--- config.mk ---
export PLATFORM = sky130hd
export DESIGN_NAME = ultrasonic_range_averager
export DESIGN_NICKNAME = d
export VERILOG_FILES = /design/src/hdl/ura_pkg.sv /design/src/hdl/ura_ram.sv /design/src/hdl/ura_crc8.sv /design/src/hdl/ura_mul.sv /design/src/hdl/ura_div.sv /design/src/hdl/ultrasonic_range_averager.sv
export SDC_FILE = /design/constraint.sdc
export NUM_CORES = 2
export LEC_CHECK = 0
export BUFFER_PORTS_ARGS = -buffer_cell sky130_fd_sc_hd__buf_2
export CELL_PAD_IN_SITES_DETAIL_PLACEMENT = 0
export CELL_PAD_IN_SITES_GLOBAL_PLACEMENT = 1
export CORE_ASPECT_RATIO = 1.2
export CORE_MARGIN = 3
export CORE_UTILIZATION = 47
export DETAILED_ROUTE_END_ITERATION = 16
export GPL_TIMING_DRIVEN = 0
export MAX_ROUTING_LAYER = met4
export PLACE_DENSITY_LB_ADDON = 0.12
export SLEW_MARGIN = 10
export SYNTH_ARGS = -nofsm -noshare
export SYNTH_HDL_FRONTEND = slang
export SYNTH_SLANG_ARGS = --single-unit
--- constraint.sdc ---
create_clock -name clock -period 5.7 [get_ports clock]
set_input_delay 1.14 -clock clock [delete_from_list [all_inputs] [get_ports clock]]
set_output_delay 1.14 -clock clock [all_outputs]
set_load 0.005 [all_outputs]
--- src/hdl/ura_pkg.sv ---
`timescale 1ns / 1ps
// ----------------------------------------------------------------------------
// Ultrasonic range averager package
// Shared widths, constants and register indexes of the range averager.
// ----------------------------------------------------------------------------
package ura_pkg;

   // payload widths
   localparam int PULSE_W   = 15;
   localparam int TEMP_W    = 16;
   localparam int CRC_W     = 8;
   localparam int COEF_W    = 32;
   localparam int DIST_W    = 24;
   localparam int RAW_W     = 24;
   localparam int SUM_W     = 28;
   localparam int ACC_W     = 44;
   localparam int SPEED_W   = 12;

   // checksum over the temperature word, msb first
   localparam logic [CRC_W-1:0] CRC_INIT = 8'hFF;
   localparam logic [CRC_W-1:0] CRC_POLY = 8'h31;

   // degrees C = ((raw * 175) >> 16) - 45
   localparam int TEMP_SCALE = 175;
   localparam int TEMP_SHIFT = 16;
   // speed = 3310 + 6*T = 3040 + 6*((raw * 175) >> 16)
   localparam int SPEED_BASE = 3040;

   // raw = floor(pulse * speed * 8 / 3125)
   localparam int SPEED_PROD_W = 27;
   localparam int DIV_SHIFT    = 3;
   localparam int DIV_IN_W     = SPEED_PROD_W + DIV_SHIFT;
   localparam int DIV_REM_W    = 12;
   localparam logic [DIV_REM_W:0] DIV_CONST = 13'd3125;

   // Horner rescale and output rescale
   localparam int HORNER_SHIFT = 8;
   localparam int OUT_SHIFT    = 16;

   typedef enum logic [1:0] {
      CSR_COEF_3 = 2'd0,
      CSR_COEF_2 = 2'd1,
      CSR_COEF_1 = 2'd2,
      CSR_COEF_0 = 2'd3
   } csr_index_type;

   localparam logic signed [COEF_W-1:0] COEF_RESET [4] = '{
      32'sd13113, -32'sd892199, 32'sd27475208, -32'sd120539767
   };

endpackage

--- src/hdl/ura_ram.sv ---
`timescale 1ns / 1ps
// ----------------------------------------------------------------------------
// Generic single-port-write RAM
// One write port and one read port with registered read data.
// ----------------------------------------------------------------------------
module ura_ram #(
   parameter int WIDTH = 24,
   parameter int DEPTH = 16
) (
   input  logic                     clock,
   input  logic                     wr_en,
   input  logic [$clog2(DEPTH)-1:0] wr_addr,
   input  logic [WIDTH-1:0]         wr_data,
   input  logic                     rd_en,
   input  logic [$clog2(DEPTH)-1:0] rd_addr,
   output logic [WIDTH-1:0]         rd_data
);

   logic [WIDTH-1:0] mem_ff [DEPTH];
   logic [WIDTH-1:0] rd_data_ff;

   always_ff @(posedge clock) begin
      if (wr_en) begin
         mem_ff[wr_addr] <= wr_data;
      end
      if (rd_en) begin
         rd_data_ff <= mem_ff[rd_addr];
      end
   end

   assign rd_data = rd_data_ff;

endmodule

--- src/hdl/ura_crc8.sv ---
`timescale 1ns / 1ps
// ----------------------------------------------------------------------------
// Bit-serial CRC-8
// Runs the 16-bit temperature word through the checksum one bit per cycle.
// ----------------------------------------------------------------------------
module ura_crc8 (
   input  logic                            clock,
   input  logic                            reset,
   input  logic                            start,
   input  logic [ura_pkg::TEMP_W-1:0]      word,
   output logic                            done,
   output logic [ura_pkg::CRC_W-1:0]       crc
);

   localparam int CNT_W = $clog2(ura_pkg::TEMP_W + 1);

   logic [ura_pkg::TEMP_W-1:0] shift_ff;
   logic [ura_pkg::CRC_W-1:0]  crc_ff;
   logic [ura_pkg::CRC_W-1:0]  crc_in;
   logic [CNT_W-1:0]           cnt_ff;
   logic                       done_ff;

   always_comb begin
      crc_in = {crc_ff[ura_pkg::CRC_W-2:0], 1'b0};
      if (crc_ff[ura_pkg::CRC_W-1] ^ shift_ff[ura_pkg::TEMP_W-1]) begin
         crc_in = crc_in ^ ura_pkg::CRC_POLY;
      end
   end

   always_ff @(posedge clock) begin
      if (reset) begin
         cnt_ff  <= '0;
         done_ff <= 1'b0;
      end else begin
         done_ff <= 1'b0;
         if (start) begin
            cnt_ff <= CNT_W'(ura_pkg::TEMP_W);
         end else if (cnt_ff != '0) begin
            cnt_ff <= cnt_ff - CNT_W'(1);
            if (cnt_ff == CNT_W'(1)) begin
               done_ff <= 1'b1;
            end
         end
      end
   end

   always_ff @(posedge clock) begin
      if (start) begin
         shift_ff <= word;
         crc_ff   <= ura_pkg::CRC_INIT;
      end else if (cnt_ff != '0) begin
         shift_ff <= {shift_ff[ura_pkg::TEMP_W-2:0], 1'b0};
         crc_ff   <= crc_in;
      end
   end

   assign done = done_ff;
   assign crc  = crc_ff;

endmodule

--- src/hdl/ura_mul.sv ---
`timescale 1ns / 1ps
// ----------------------------------------------------------------------------
// Serial-parallel multiplier
// Signed multiplicand times unsigned multiplier, one multiplier bit a cycle.
// ----------------------------------------------------------------------------
module ura_mul #(
   parameter int AW = 44,
   parameter int BW = 24
) (
   input  logic                 clock,
   input  logic                 reset,
   input  logic                 start,
   input  logic [AW-1:0]        a_in,
   input  logic [BW-1:0]        b_in,
   output logic                 done,
   output logic [AW+BW-1:0]     prod
);

   localparam int CNT_W = $clog2(BW + 1);

   logic [AW-1:0]    a_ff;
   logic [AW:0]      p_ff;
   logic [BW-1:0]    b_ff;
   logic [CNT_W-1:0] cnt_ff;
   logic             done_ff;
   logic [AW:0]      addend;
   logic [AW:0]      sum;

   always_comb begin
      addend = b_ff[0] ? {a_ff[AW-1], a_ff} : '0;
      sum    = p_ff + addend;
   end

   always_ff @(posedge clock) begin
      if (reset) begin
         cnt_ff  <= '0;
         done_ff <= 1'b0;
      end else begin
         done_ff <= 1'b0;
         if (start) begin
            cnt_ff <= CNT_W'(BW);
         end else if (cnt_ff != '0) begin
            cnt_ff <= cnt_ff - CNT_W'(1);
            if (cnt_ff == CNT_W'(1)) begin
               done_ff <= 1'b1;
            end
         end
      end
   end

   // shift the partial product right; low product bits fill the multiplier
   always_ff @(posedge clock) begin
      if (start) begin
         a_ff <= a_in;
         p_ff <= '0;
         b_ff <= b_in;
      end else if (cnt_ff != '0) begin
         p_ff <= {sum[AW], sum[AW:1]};
         b_ff <= {sum[0], b_ff[BW-1:1]};
      end
   end

   assign done = done_ff;
   assign prod = {p_ff[AW-1:0], b_ff};

endmodule

--- src/hdl/ura_div.sv ---
`timescale 1ns / 1ps
// ----------------------------------------------------------------------------
// Serial divider by constant
// Restoring division by 3125, one quotient bit per cycle.
// ----------------------------------------------------------------------------
module ura_div (
   input  logic                          clock,
   input  logic                          reset,
   input  logic                          start,
   input  logic [ura_pkg::DIV_IN_W-1:0]  dividend,
   output logic                          done,
   output logic [ura_pkg::DIV_IN_W-1:0]  quotient
);

   localparam int CNT_W = $clog2(ura_pkg::DIV_IN_W + 1);

   logic [ura_pkg::DIV_IN_W-1:0]  num_ff;
   logic [ura_pkg::DIV_REM_W-1:0] rem_ff;
   logic [CNT_W-1:0]              cnt_ff;
   logic                          done_ff;
   logic [ura_pkg::DIV_REM_W:0]   trial;
   logic [ura_pkg::DIV_REM_W:0]   diff;
   logic                          qbit;

   always_comb begin
      trial = {rem_ff, num_ff[ura_pkg::DIV_IN_W-1]};
      diff  = trial - ura_pkg::DIV_CONST;
      qbit  = (trial >= ura_pkg::DIV_CONST);
   end

   always_ff @(posedge clock) begin
      if (reset) begin
         cnt_ff  <= '0;
         done_ff <= 1'b0;
      end else begin
         done_ff <= 1'b0;
         if (start) begin
            cnt_ff <= CNT_W'(ura_pkg::DIV_IN_W);
         end else if (cnt_ff != '0) begin
            cnt_ff <= cnt_ff - CNT_W'(1);
            if (cnt_ff == CNT_W'(1)) begin
               done_ff <= 1'b1;
            end
         end
      end
   end

   // quotient bits shift in where dividend bits shift out
   always_ff @(posedge clock) begin
      if (start) begin
         num_ff <= dividend;
         rem_ff <= '0;
      end else if (cnt_ff != '0) begin
         num_ff <= {num_ff[ura_pkg::DIV_IN_W-2:0], qbit};
         rem_ff <= qbit ? diff[ura_pkg::DIV_REM_W-1:0] : trial[ura_pkg::DIV_REM_W-1:0];
      end
   end

   assign done     = done_ff;
   assign quotient = num_ff;

endmodule

--- src/hdl/ultrasonic_range_averager.sv ---
`timescale 1ns / 1ps
// ----------------------------------------------------------------------------
// Ultrasonic range averager
// Checks, converts and averages echo times, then applies cubic calibration.
// ----------------------------------------------------------------------------
// One ranging attempt is handled at a time. An attempt flagged as timeout or
// sensor failure is dropped in the cycle it is taken; one with a bad
// temperature checksum is dropped when the serial checksum finishes. The
// time of a good attempt from acceptance to result is set by the
// serial-parallel multiplier, which consumes one multiplier bit per cycle
// in five passes (temperature scale, pulse times speed, three Horner
// steps), plus the serial divider and the serial checksum. A finished
// result waits in the output register while the next attempt is accepted.
// The history ring reads as zero after reset without any clearing pass.
module ultrasonic_range_averager #(
   parameter int HISTORY_LOG2 = 4
) (
   input  logic        clock,
   input  logic        reset,
   // attempt channel
   input  logic        req_tvalid,
   output logic        req_tready,
   input  logic [39:0] req_tdata,  // pulse_us[14:0], temp_raw[30:15], temp_crc[38:31]
   input  logic [1:0]  req_tuser,  // echo_timeout[0], sensor_fail[1]
   // result channel
   output logic        rsp_tvalid,
   input  logic        rsp_tready,
   output logic [23:0] rsp_tdata,  // distance_q8[23:0]
   output logic        rsp_tlast,  // ring_wrapped
   // calibration registers
   input  logic        csr_we,
   input  logic [1:0]  csr_index,
   input  logic [31:0] csr_wdata
);

   localparam int DEPTH  = 1 << HISTORY_LOG2;
   localparam int MW     = ura_pkg::SUM_W - HISTORY_LOG2;
   localparam int PW     = ura_pkg::ACC_W + MW;
   localparam int HS     = PW - ura_pkg::HORNER_SHIFT + 1;
   localparam int ACC_W  = ura_pkg::ACC_W;
   localparam int COEF_W = ura_pkg::COEF_W;
   localparam int DIST_W = ura_pkg::DIST_W;

   typedef enum logic [7:0] {
      S_IDLE   = 8'b0000_0001,
      S_CRC    = 8'b0000_0010,
      S_TMUL   = 8'b0000_0100,
      S_SMUL   = 8'b0000_1000,
      S_DIV    = 8'b0001_0000,
      S_HSTART = 8'b0010_0000,
      S_HMUL   = 8'b0100_0000,
      S_OUT    = 8'b1000_0000
   } state_type;

   state_type state_ff, state_in;

   logic [ura_pkg::PULSE_W-1:0] pulse_ff;
   logic [ura_pkg::TEMP_W-1:0]  temp_ff;
   logic [ura_pkg::CRC_W-1:0]   crc_ff;
   logic [COEF_W-1:0]           coef_ff [4];
   logic [HISTORY_LOG2-1:0]     widx_ff;
   logic [DEPTH-1:0]            valid_ff;
   logic [ura_pkg::SUM_W-1:0]   sum_ff;
   logic                        wrap_ff;
   logic [ACC_W-1:0]            acc_ff;
   logic [1:0]                  step_ff;
   logic                        rsp_tvalid_ff;
   logic [DIST_W-1:0]           rsp_tdata_ff;
   logic                        rsp_tlast_ff;

   logic                        crc_start, crc_done;
   logic [ura_pkg::CRC_W-1:0]   crc_val;
   logic                        mul_start, mul_done;
   logic [ACC_W-1:0]            mul_a;
   logic [MW-1:0]               mul_b;
   logic [PW-1:0]               mul_prod;
   logic                        div_start, div_done;
   logic [ura_pkg::DIV_IN_W-1:0] div_quot;
   logic                        ram_re, ring_upd, rsp_load;
   logic [ura_pkg::RAW_W-1:0]   ram_rdata;
   logic [ura_pkg::RAW_W-1:0]   old_raw;
   logic [ura_pkg::RAW_W-1:0]   raw;
   logic [7:0]                  temp_deg;
   logic [ura_pkg::SPEED_W-1:0] speed;
   logic [HS-1:0]               hsum;
   logic [ACC_W-1:0]            acc_sat;
   logic [DIST_W-1:0]           dist_sat;
   logic [COEF_W-1:0]           coef_cur;

   // ---------------------------------------------------------------- datapath
   always_comb begin
      temp_deg = mul_prod[ura_pkg::TEMP_SHIFT+7:ura_pkg::TEMP_SHIFT];
      speed    = ura_pkg::SPEED_W'(ura_pkg::SPEED_BASE)
               + {2'b00, temp_deg, 2'b00} + {3'b000, temp_deg, 1'b0};
      raw      = div_quot[ura_pkg::RAW_W-1:0];
      old_raw  = valid_ff[widx_ff] ? ram_rdata : '0;
      coef_cur = coef_ff[step_ff];

      // floor shift of the product, add coefficient, clamp to accumulator range
      hsum = {mul_prod[PW-1], mul_prod[PW-1:ura_pkg::HORNER_SHIFT]}
           + {{(HS-COEF_W){coef_cur[COEF_W-1]}}, coef_cur};
      if ((&hsum[HS-1:ACC_W-1]) || !(|hsum[HS-1:ACC_W-1])) begin
         acc_sat = hsum[ACC_W-1:0];
      end else if (hsum[HS-1]) begin
         acc_sat = {1'b1, {(ACC_W-1){1'b0}}};
      end else begin
         acc_sat = {1'b0, {(ACC_W-1){1'b1}}};
      end

      if ((&acc_ff[ACC_W-1:ura_pkg::OUT_SHIFT+DIST_W-1])
          || !(|acc_ff[ACC_W-1:ura_pkg::OUT_SHIFT+DIST_W-1])) begin
         dist_sat = acc_ff[ura_pkg::OUT_SHIFT+DIST_W-1:ura_pkg::OUT_SHIFT];
      end else if (acc_ff[ACC_W-1]) begin
         dist_sat = {1'b1, {(DIST_W-1){1'b0}}};
      end else begin
         dist_sat = {1'b0, {(DIST_W-1){1'b1}}};
      end
   end

   // ---------------------------------------------------------------- sequencer
   always_comb begin
      state_in  = state_ff;
      crc_start = 1'b0;
      mul_start = 1'b0;
      mul_a     = '0;
      mul_b     = '0;
      div_start = 1'b0;
      ram_re    = 1'b0;
      ring_upd  = 1'b0;
      rsp_load  = 1'b0;
      unique case (state_ff)
         S_IDLE: begin
            if (req_tvalid && !req_tuser[0] && !req_tuser[1]) begin
               crc_start = 1'b1;
               state_in  = S_CRC;
            end
         end
         S_CRC: begin
            if (crc_done) begin
               if (crc_val == crc_ff) begin
                  mul_start = 1'b1;
                  mul_a     = {{(ACC_W-ura_pkg::TEMP_W){1'b0}}, temp_ff};
                  mul_b     = MW'(ura_pkg::TEMP_SCALE);
                  state_in  = S_TMUL;
               end else begin
                  state_in = S_IDLE;
               end
            end
         end
         S_TMUL: begin
            if (mul_done) begin
               mul_start = 1'b1;
               mul_a     = {{(ACC_W-ura_pkg::PULSE_W){1'b0}}, pulse_ff};
               mul_b     = {{(MW-ura_pkg::SPEED_W){1'b0}}, speed};
               ram_re    = 1'b1;
               state_in  = S_SMUL;
            end
         end
         S_SMUL: begin
            if (mul_done) begin
               div_start = 1'b1;
               state_in  = S_DIV;
            end
         end
         S_DIV: begin
            if (div_done) begin
               ring_upd = 1'b1;
               state_in = S_HSTART;
            end
         end
         S_HSTART: begin
            mul_start = 1'b1;
            mul_a     = acc_ff;
            mul_b     = sum_ff[ura_pkg::SUM_W-1:HISTORY_LOG2];
            state_in  = S_HMUL;
         end
         S_HMUL: begin
            if (mul_done) begin
               state_in = (step_ff == ura_pkg::CSR_COEF_0) ? S_OUT : S_HSTART;
            end
         end
         S_OUT: begin
            if (!rsp_tvalid_ff || rsp_tready) begin
               rsp_load = 1'b1;
               state_in = S_IDLE;
            end
         end
         default: state_in = S_IDLE;
      endcase
   end

   // ---------------------------------------------------------------- control
   always_ff @(posedge clock) begin
      if (reset) begin
         state_ff      <= S_IDLE;
         widx_ff       <= '0;
         valid_ff      <= '0;
         sum_ff        <= '0;
         wrap_ff       <= 1'b0;
         step_ff       <= ura_pkg::CSR_COEF_2;
         rsp_tvalid_ff <= 1'b0;
         for (int i = 0; i < 4; i++) begin
            coef_ff[i] <= ura_pkg::COEF_RESET[i];
         end
      end else begin
         state_ff <= state_in;
         if (csr_we) begin
            coef_ff[csr_index] <= csr_wdata;
         end
         if (ring_upd) begin
            sum_ff <= sum_ff
                    - {{(ura_pkg::SUM_W-ura_pkg::RAW_W){1'b0}}, old_raw}
                    + {{(ura_pkg::SUM_W-ura_pkg::RAW_W){1'b0}}, raw};
            widx_ff           <= widx_ff + HISTORY_LOG2'(1);
            valid_ff[widx_ff] <= 1'b1;
            wrap_ff           <= &widx_ff;
            step_ff           <= ura_pkg::CSR_COEF_2;
         end else if (state_ff == S_HMUL && mul_done) begin
            step_ff <= step_ff + 2'd1;
         end
         if (rsp_load) begin
            rsp_tvalid_ff <= 1'b1;
         end else if (rsp_tready) begin
            rsp_tvalid_ff <= 1'b0;
         end
      end
   end

   // ---------------------------------------------------------------- payload
   always_ff @(posedge clock) begin
      if (state_ff == S_IDLE && req_tvalid) begin
         pulse_ff <= req_tdata[14:0];
         temp_ff  <= req_tdata[30:15];
         crc_ff   <= req_tdata[38:31];
      end
      if (ring_upd) begin
         acc_ff <= {{(ACC_W-COEF_W){coef_ff[ura_pkg::CSR_COEF_3][COEF_W-1]}},
                    coef_ff[ura_pkg::CSR_COEF_3]};
      end else if (state_ff == S_HMUL && mul_done) begin
         acc_ff <= acc_sat;
      end
      if (rsp_load) begin
         rsp_tdata_ff <= dist_sat;
         rsp_tlast_ff <= wrap_ff;
      end
   end

   // ---------------------------------------------------------------- units
   ura_crc8 u_crc (
      .clock (clock),
      .reset (reset),
      .start (crc_start),
      .word  (req_tdata[30:15]),
      .done  (crc_done),
      .crc   (crc_val)
   );

   ura_mul #(
      .AW (ACC_W),
      .BW (MW)
   ) u_mul (
      .clock (clock),
      .reset (reset),
      .start (mul_start),
      .a_in  (mul_a),
      .b_in  (mul_b),
      .done  (mul_done),
      .prod  (mul_prod)
   );

   ura_div u_div (
      .clock    (clock),
      .reset    (reset),
      .start    (div_start),
      .dividend ({mul_prod[ura_pkg::SPEED_PROD_W-1:0], {ura_pkg::DIV_SHIFT{1'b0}}}),
      .done     (div_done),
      .quotient (div_quot)
   );

   ura_ram #(
      .WIDTH (ura_pkg::RAW_W),
      .DEPTH (DEPTH)
   ) u_ring (
      .clock   (clock),
      .wr_en   (ring_upd),
      .wr_addr (widx_ff),
      .wr_data (raw),
      .rd_en   (ram_re),
      .rd_addr (widx_ff),
      .rd_data (ram_rdata)
   );

   assign req_tready = (state_ff == S_IDLE);
   assign rsp_tvalid = rsp_tvalid_ff;
   assign rsp_tdata  = rsp_tdata_ff;
   assign rsp_tlast  = rsp_tlast_ff;

   // ---------------------------------------------------------------- checks
   a_mul_done_state: assert property (@(posedge clock) disable iff (reset)
      mul_done |-> (state_ff == S_TMUL || state_ff == S_SMUL || state_ff == S_HMUL))
      else $error("multiplier finished outside a multiply step");

   a_crc_done_state: assert property (@(posedge clock) disable iff (reset)
      crc_done |-> (state_ff == S_CRC))
      else $error("checksum finished outside the checksum step");

   a_ring_advance: assert property (@(posedge clock) disable iff (reset)
      ring_upd |=> (widx_ff == $past(widx_ff) + HISTORY_LOG2'(1)))
      else $error("ring index did not advance after a write");

   a_ring_valid: assert property (@(posedge clock) disable iff (reset)
      ring_upd |=> valid_ff[$past(widx_ff)])
      else $error("ring entry not marked written");

   a_rsp_wrap: assert property (@(posedge clock) disable iff (reset)
      rsp_load |=> (rsp_tvalid_ff && (rsp_tlast_ff == (widx_ff == '0))))
      else $error("wrap flag does not match ring index");

endmodule

### Yosys cells after proc, flatten, opt, wreduce, memory -nomap -nowiden

Memory sizes are Yosys's and may differ from the RTL's. A register that Yosys moved wholly into a read port is not among the register bits.
Cells that the tools add are included.

* output and inout port bits: 27
* memories: 2
* bits in registers: 364
* bits of input ports: 81
* bits in writable memories: 512

* bitwise gates (word level): 6
* $lt $le $gt $ge: 3
* muxes and demuxes: 73
* add/subtract/negate cells: 12
* reductions and logical operators: 35
* equal/unequal tests: 20

Memories
* u_ring.mem_ff: depth 16, width 24, read ports 1, clocked after memory_dff 1, wr ports 1, RTL line ura_ram.sv:19 `logic [WIDTH-1:0] mem_ff [DEPTH];`
* coef_ff: depth 4, width 32, read ports 2, clocked after memory_dff 1, wr ports 4, RTL line ultrasonic_range_averager.sv:60 `logic [COEF_W-1:0] coef_ff [4];`

Operators with widths (count)
* 44-bit 2-to-1 mux: 4
* 44-bit case mux with 3 select lines: 1
* 24-bit 2-to-1 mux: 5
* 8-bit 2-to-1 mux: 10
* 24-bit case mux with 3 select lines: 1
* 16-bit 2-to-1 mux: 4
* 8-bit case mux with 8 select lines: 1
* 60-bit by 32-bit adder with 61-bit output: 1
* 30-bit 2-to-1 mux: 2
* 45-bit adder: 1
* 45-bit 2-to-1 mux: 1
* 32-bit 2-to-1 mux: 1
* 32-bit OR reduction: 1
* 5-bit 2-to-1 mux: 6
* 28-bit by 24-bit adder with 28-bit output: 1
* 28-bit by 24-bit subtractor with 28-bit output: 1
* 1-bit 2-to-1 mux: 26
* 12-bit 2-to-1 mux: 2
* 18-bit AND reduction: 1
* 18-bit OR reduction: 1
* 16-bit OR: 1
* 5-bit by 1-bit equality test with 1-bit output (second input constant): 3
* 15-bit 2-to-1 mux: 1
* 5-bit nonzero test: 3
* other kinds (40): 70

### Depth between registers and ports, before layout

* depth in word-level cells: 7
* gate-level depth with buffers: 23
* depth with buffers taken out: 20

### By module

Synthesis repeated with hierarchy kept, for this count alone.

* cells, all modules: 3654
* area, all modules: 45920.3 µm²

By module, submodules not included
* ultrasonic_range_averager: cells each 2008, times used 1, area an instance 20123.0 µm²
* ura_ram: cells each 636, times used 1, area an instance 15173.3 µm²
* ura_mul: cells each 713, times used 1, area an instance 6934.2 µm²
* ura_div: cells each 200, times used 1, area an instance 2397.3 µm²
* ura_crc8: cells each 97, times used 1, area an instance 1292.5 µm²

### Least setup slack after synthesis

Ideal clock, no wire load.

* kind: register to register
* start: register with a tool-made name
* end: register acc_ff[28], data pin
* stages on the path, launching flop included: 20
* data arrival time: 5.408 ns
* clock period less this slack: 5.584 ns
* path slack: 0.116 ns
* required time: 5.524 ns
* cells stage by stage: dfxtp_1 > clkbuf_1 > buf_1 > mux4_2 > ha_1 > clkbuf_1 > nand2_1 > nor2_1 > nand2_1 > or3_1 > a2111oi_4 > or4_1 > and4_1 > nand4_1 > or4b_1 > nor4_2 > o21ba_1 > buf_6 > buf_6 > o311ai_2

RTL lines
* to (signal assigned): RTL line ultrasonic_range_averager.sv:237 `acc_ff <= {{(ACC_W-COEF_W){coef_ff[ura_pkg::CSR_COEF_3][COEF_W-1]}},`
* to (signal assigned): RTL line ultrasonic_range_averager.sv:240 `acc_ff <= acc_sat;`
* to (decl): RTL line ultrasonic_range_averager.sv:65 `logic [ACC_W-1:0] acc_ff;`

==> impl_metrics.env <==
export IMPL_setup_viol_count_final=1
export IMPL_hold_class="reg -> reg"
export IMPL_yosysUniqueCellTypes=88
export IMPL_async_flop_share_pct=0
export IMPL_routedWlPerCell_um=26.4
export IMPL_syn2layout_area_growth_pct=15.9
export IMPL_chipHeight_um=342
export IMPL_cts_hold_buf=0
export IMPL_endpoint_kind="flop"
export IMPL_setup_slack_ns=-0.00437
export IMPL_initial_utilization_pct=47.6
export IMPL_routed_wl_um=134000
export IMPL_slew_headroom_pct=16.7
export IMPL_drive_gt1_share_pct=16.8
export IMPL_startpoint_type="flop"
export IMPL_hold_violations=0
export IMPL_synthCells=3489
export IMPL_syn_area_um2=44100
export IMPL_whs_ns=0.452
export IMPL_coreArea_um2=92700
export IMPL_antenna_found_initial=2
export IMPL_grt_max_degree=54
export IMPL_synth_area_leader_cell="edfxtp_1"
export IMPL_placementRows=122
export IMPL_ys_seq_area_share_pct=58.0
export IMPL_ys_warn_count=0
export IMPL_grt_pass1_vias=30600
export IMPL_fin_skew_ns=0.0317
export IMPL_die_w_um=286
export IMPL_dr_pass1_iters=5
export IMPL_die_area_um2=97700
export IMPL_violations="setup timing"
export IMPL_numPortBuffers=106
export IMPL_viasPerCell=5.81
export IMPL_grt_pass1_wl_um=197000
export IMPL_crit_type="reg -> reg"
export IMPL_synth_top_area_share_pct=51.4
export IMPL_clkSinkCount=902
export IMPL_gp_congestion=0.920
export IMPL_clock_latency_ns=0.68
export IMPL_placed_cell_area_um2=46900
export IMPL_worst_pin_slew_ns=1.25
export IMPL_yosysMostFrequentCell="edfxtp_1"
export IMPL_p_leak_nw=18.3
export IMPL_peakVddDrop_mv=0.341
export IMPL_maxSlewViolCount=0
export IMPL_drc_errors=0
export IMPL_finalPower_mw=27.3
export IMPL_max_stage_delay_ns=0.57
export IMPL_fin_area_um2=51200
export IMPL_fin_nets=4011
export IMPL_powerDensity_nw_per_um2=534
export IMPL_overflow=0
export IMPL_clock_path_buffers=3
export IMPL_period_share_pct=100
export IMPL_fmax_mhz=175
export IMPL_finalWorstPathRequiredPeriod_ns=5.70
export IMPL_grt_usage_pct=28.2
export IMPL_crit_required_ns=6.12
export IMPL_avgSynthCellArea_um2=12.7
export IMPL_synth_edf_count=755
export IMPL_drtAntennaViolNets=0
export IMPL_syn_num_nets=3760
export IMPL_h_tree_depth=3
export IMPL_via_count=29400
export IMPL_crit_arrival_ns=6.12
export IMPL_ys_top_cells_by_count="edfxtp_1, nand2_1, a21oi_1, nor2_1, and2_1"
export IMPL_slowest_stage="mux4_2"
export IMPL_clockRootBuffer="clkbuf_16"
export IMPL_synth_flop_cell="edfxtp_1"
export IMPL_cap_violations=0
export IMPL_cts_tree="built"
export IMPL_outcome="complete, but fails checks"
export IMPL_synth_area_leaders="edfxtp_1, mux4_2, dfxtp_1, ha_1, nand2_1"
export IMPL_critPathMaxFanout=10
export IMPL_cts_clk_slew_worst_paths_ns=0.06
export IMPL_grt_setup_unrepaired="yes"
export IMPL_boundaryPins=108
export IMPL_synth_seq_cells=902
export IMPL_path_cells="buf_12 > buf_8 > mux4_2 > ha_4 > o211ai_1 > o211ai_2 > a311oi_4 > buf_6 > or4b_4 > a2111oi_4 > buf_4 > or4_1 > and4_4 > nand4_1 > or4b_4 > nor4_4 > buf_4 > o21ba_1 > buf_12 > buf_6 > o211ai_1"
export IMPL_drt_iter0_markers=1957
export IMPL_dp_hpwl_um=99600
export IMPL_cts_buffers=93
[area by class of cell]
cell class                      instances  area, um^2
Fill cell                            7760       41500
Tap cell                             1240        1550
Antenna cell                            1        2.50
Buffer                                157         719
Timing Repair Buffer                  168        1360
Multi-Input combinational cell       2247       18100
Clock inverter                         59         632
Sequential cell                       902       25600
Inverter                              171         642
Clock buffer                          116        2570
[cells by family after synthesis]
logic type | share of synthesized area [%]
AOI/OAI and AO/OA | 10.3
xor gates and xnor gates | 2.80
adders and majority gates | 5.86
buffers and inverters | 2.98
DFF | 58.0
muxes | 8.13
and+or+nand+nor | 11.9
[state kept, by name, indices dropped and copies added (netlist names), 8 cells and up, named ones only]
signal / cells
acc_ff: 44
u_ring.mem_ff: 384
u_div.rem_ff: 12
sum_ff: 28
coef_ff: 128
pulse_ff: 15
temp_ff: 16
crc_ff: 8
u_crc.shift_ff: 16
u_mul.p_ff: 44
u_div.quotient: 30
rsp_tdata: 24
u_crc.crc: 8
state_ff: 8
u_mul.a_ff: 44
u_mul.b_ff: 24
valid_ff: 16
u_ring.rd_data: 24
[metal layers]
layer / vias up / track usage (%) / share of wire, %
met2: 752 / 52.2 / 55
met3: 267 / 2.76 / 3.6
met5: - / - / 0
met4: 0 / 14.2 / 5.9
li1: 13500 / - / -
met1: 14900 / 29.9 / 36
[per-stage QoR]
step | setup TNS [ns] | instances | setup WS (ns) | utilization (%)
2_1_floorplan | 0 | 3489 | 0.116 | -
3_3_place_gp | -201.76 | 4835 | -2.63 | 49.9
3_5_place_dp | -102.86 | 4866 | -2.72 | 50.6
4_1_cts | -0.00453 | 5047 | -0.00453 | 54.8
5_1_grt | -0.273 | 5061 | -0.122 | 55.2
6_report | -0.00437 | 5061 | -0.00437 | 55.2
[critical path: cells and delay by family (launching register included)]
kind,cells,cell delay [ns]
buf+inv,7,1.11
fa+ha+maj,1,0.32
mux,1,0.57
simple gates,6,1.66
compound gates,6,1.38
flops,1,0.41
[final timing paths]
check / end / cells after the start / from / slack, ns
max reg2reg: acc_ff[10] / 21 / flop / -0.004
min reg2reg: sum_ff[8] / 2 / sum_ff[8] / 0.45
max: acc_ff[10] / 21 / flop / -0.004
min: sum_ff[8] / 2 / sum_ff[8] / 0.45
[layout by cell type, fill, tap and decap left out, drive strengths merged, types with 26 or more instances in the layout]
cell    count
a21o       83
o31ai      36
nand2     359
nor3       67
dfxtp     147
nand4      34
o21ai     103
and2      183
edfxtp    755
xnor2      87
clkinv     41
inv       179
a211oi     36
nor2      194
buf       205
mux4      158
o21a       26
nand2b     74
nand3      47
fa         28
xor2       54
clkbuf    236
o211ai     30
a21oi     203
ha        162
[repair_timing]
| action | in CTS | in global routing |
|---|---|---|
| endpoints found under the setup margin | 60 | 50 |
| resized for setup | 120 | 70 |
| cloned | 1 | 1 |
| buffers inserted | 17 | 14 |
| pin swaps | 13 | 20 |
[report_power, final]
group / total (mW) / switching, mW / internal [mW]
sequential: 9.74 / 1.22 / 8.51
combinational: 11.3 / 6.75 / 4.51
clock: 6.32 / 2.70 / 3.61
total: 27.3 / 10.7 / 16.6
Power figures use the tool's default switching activity.
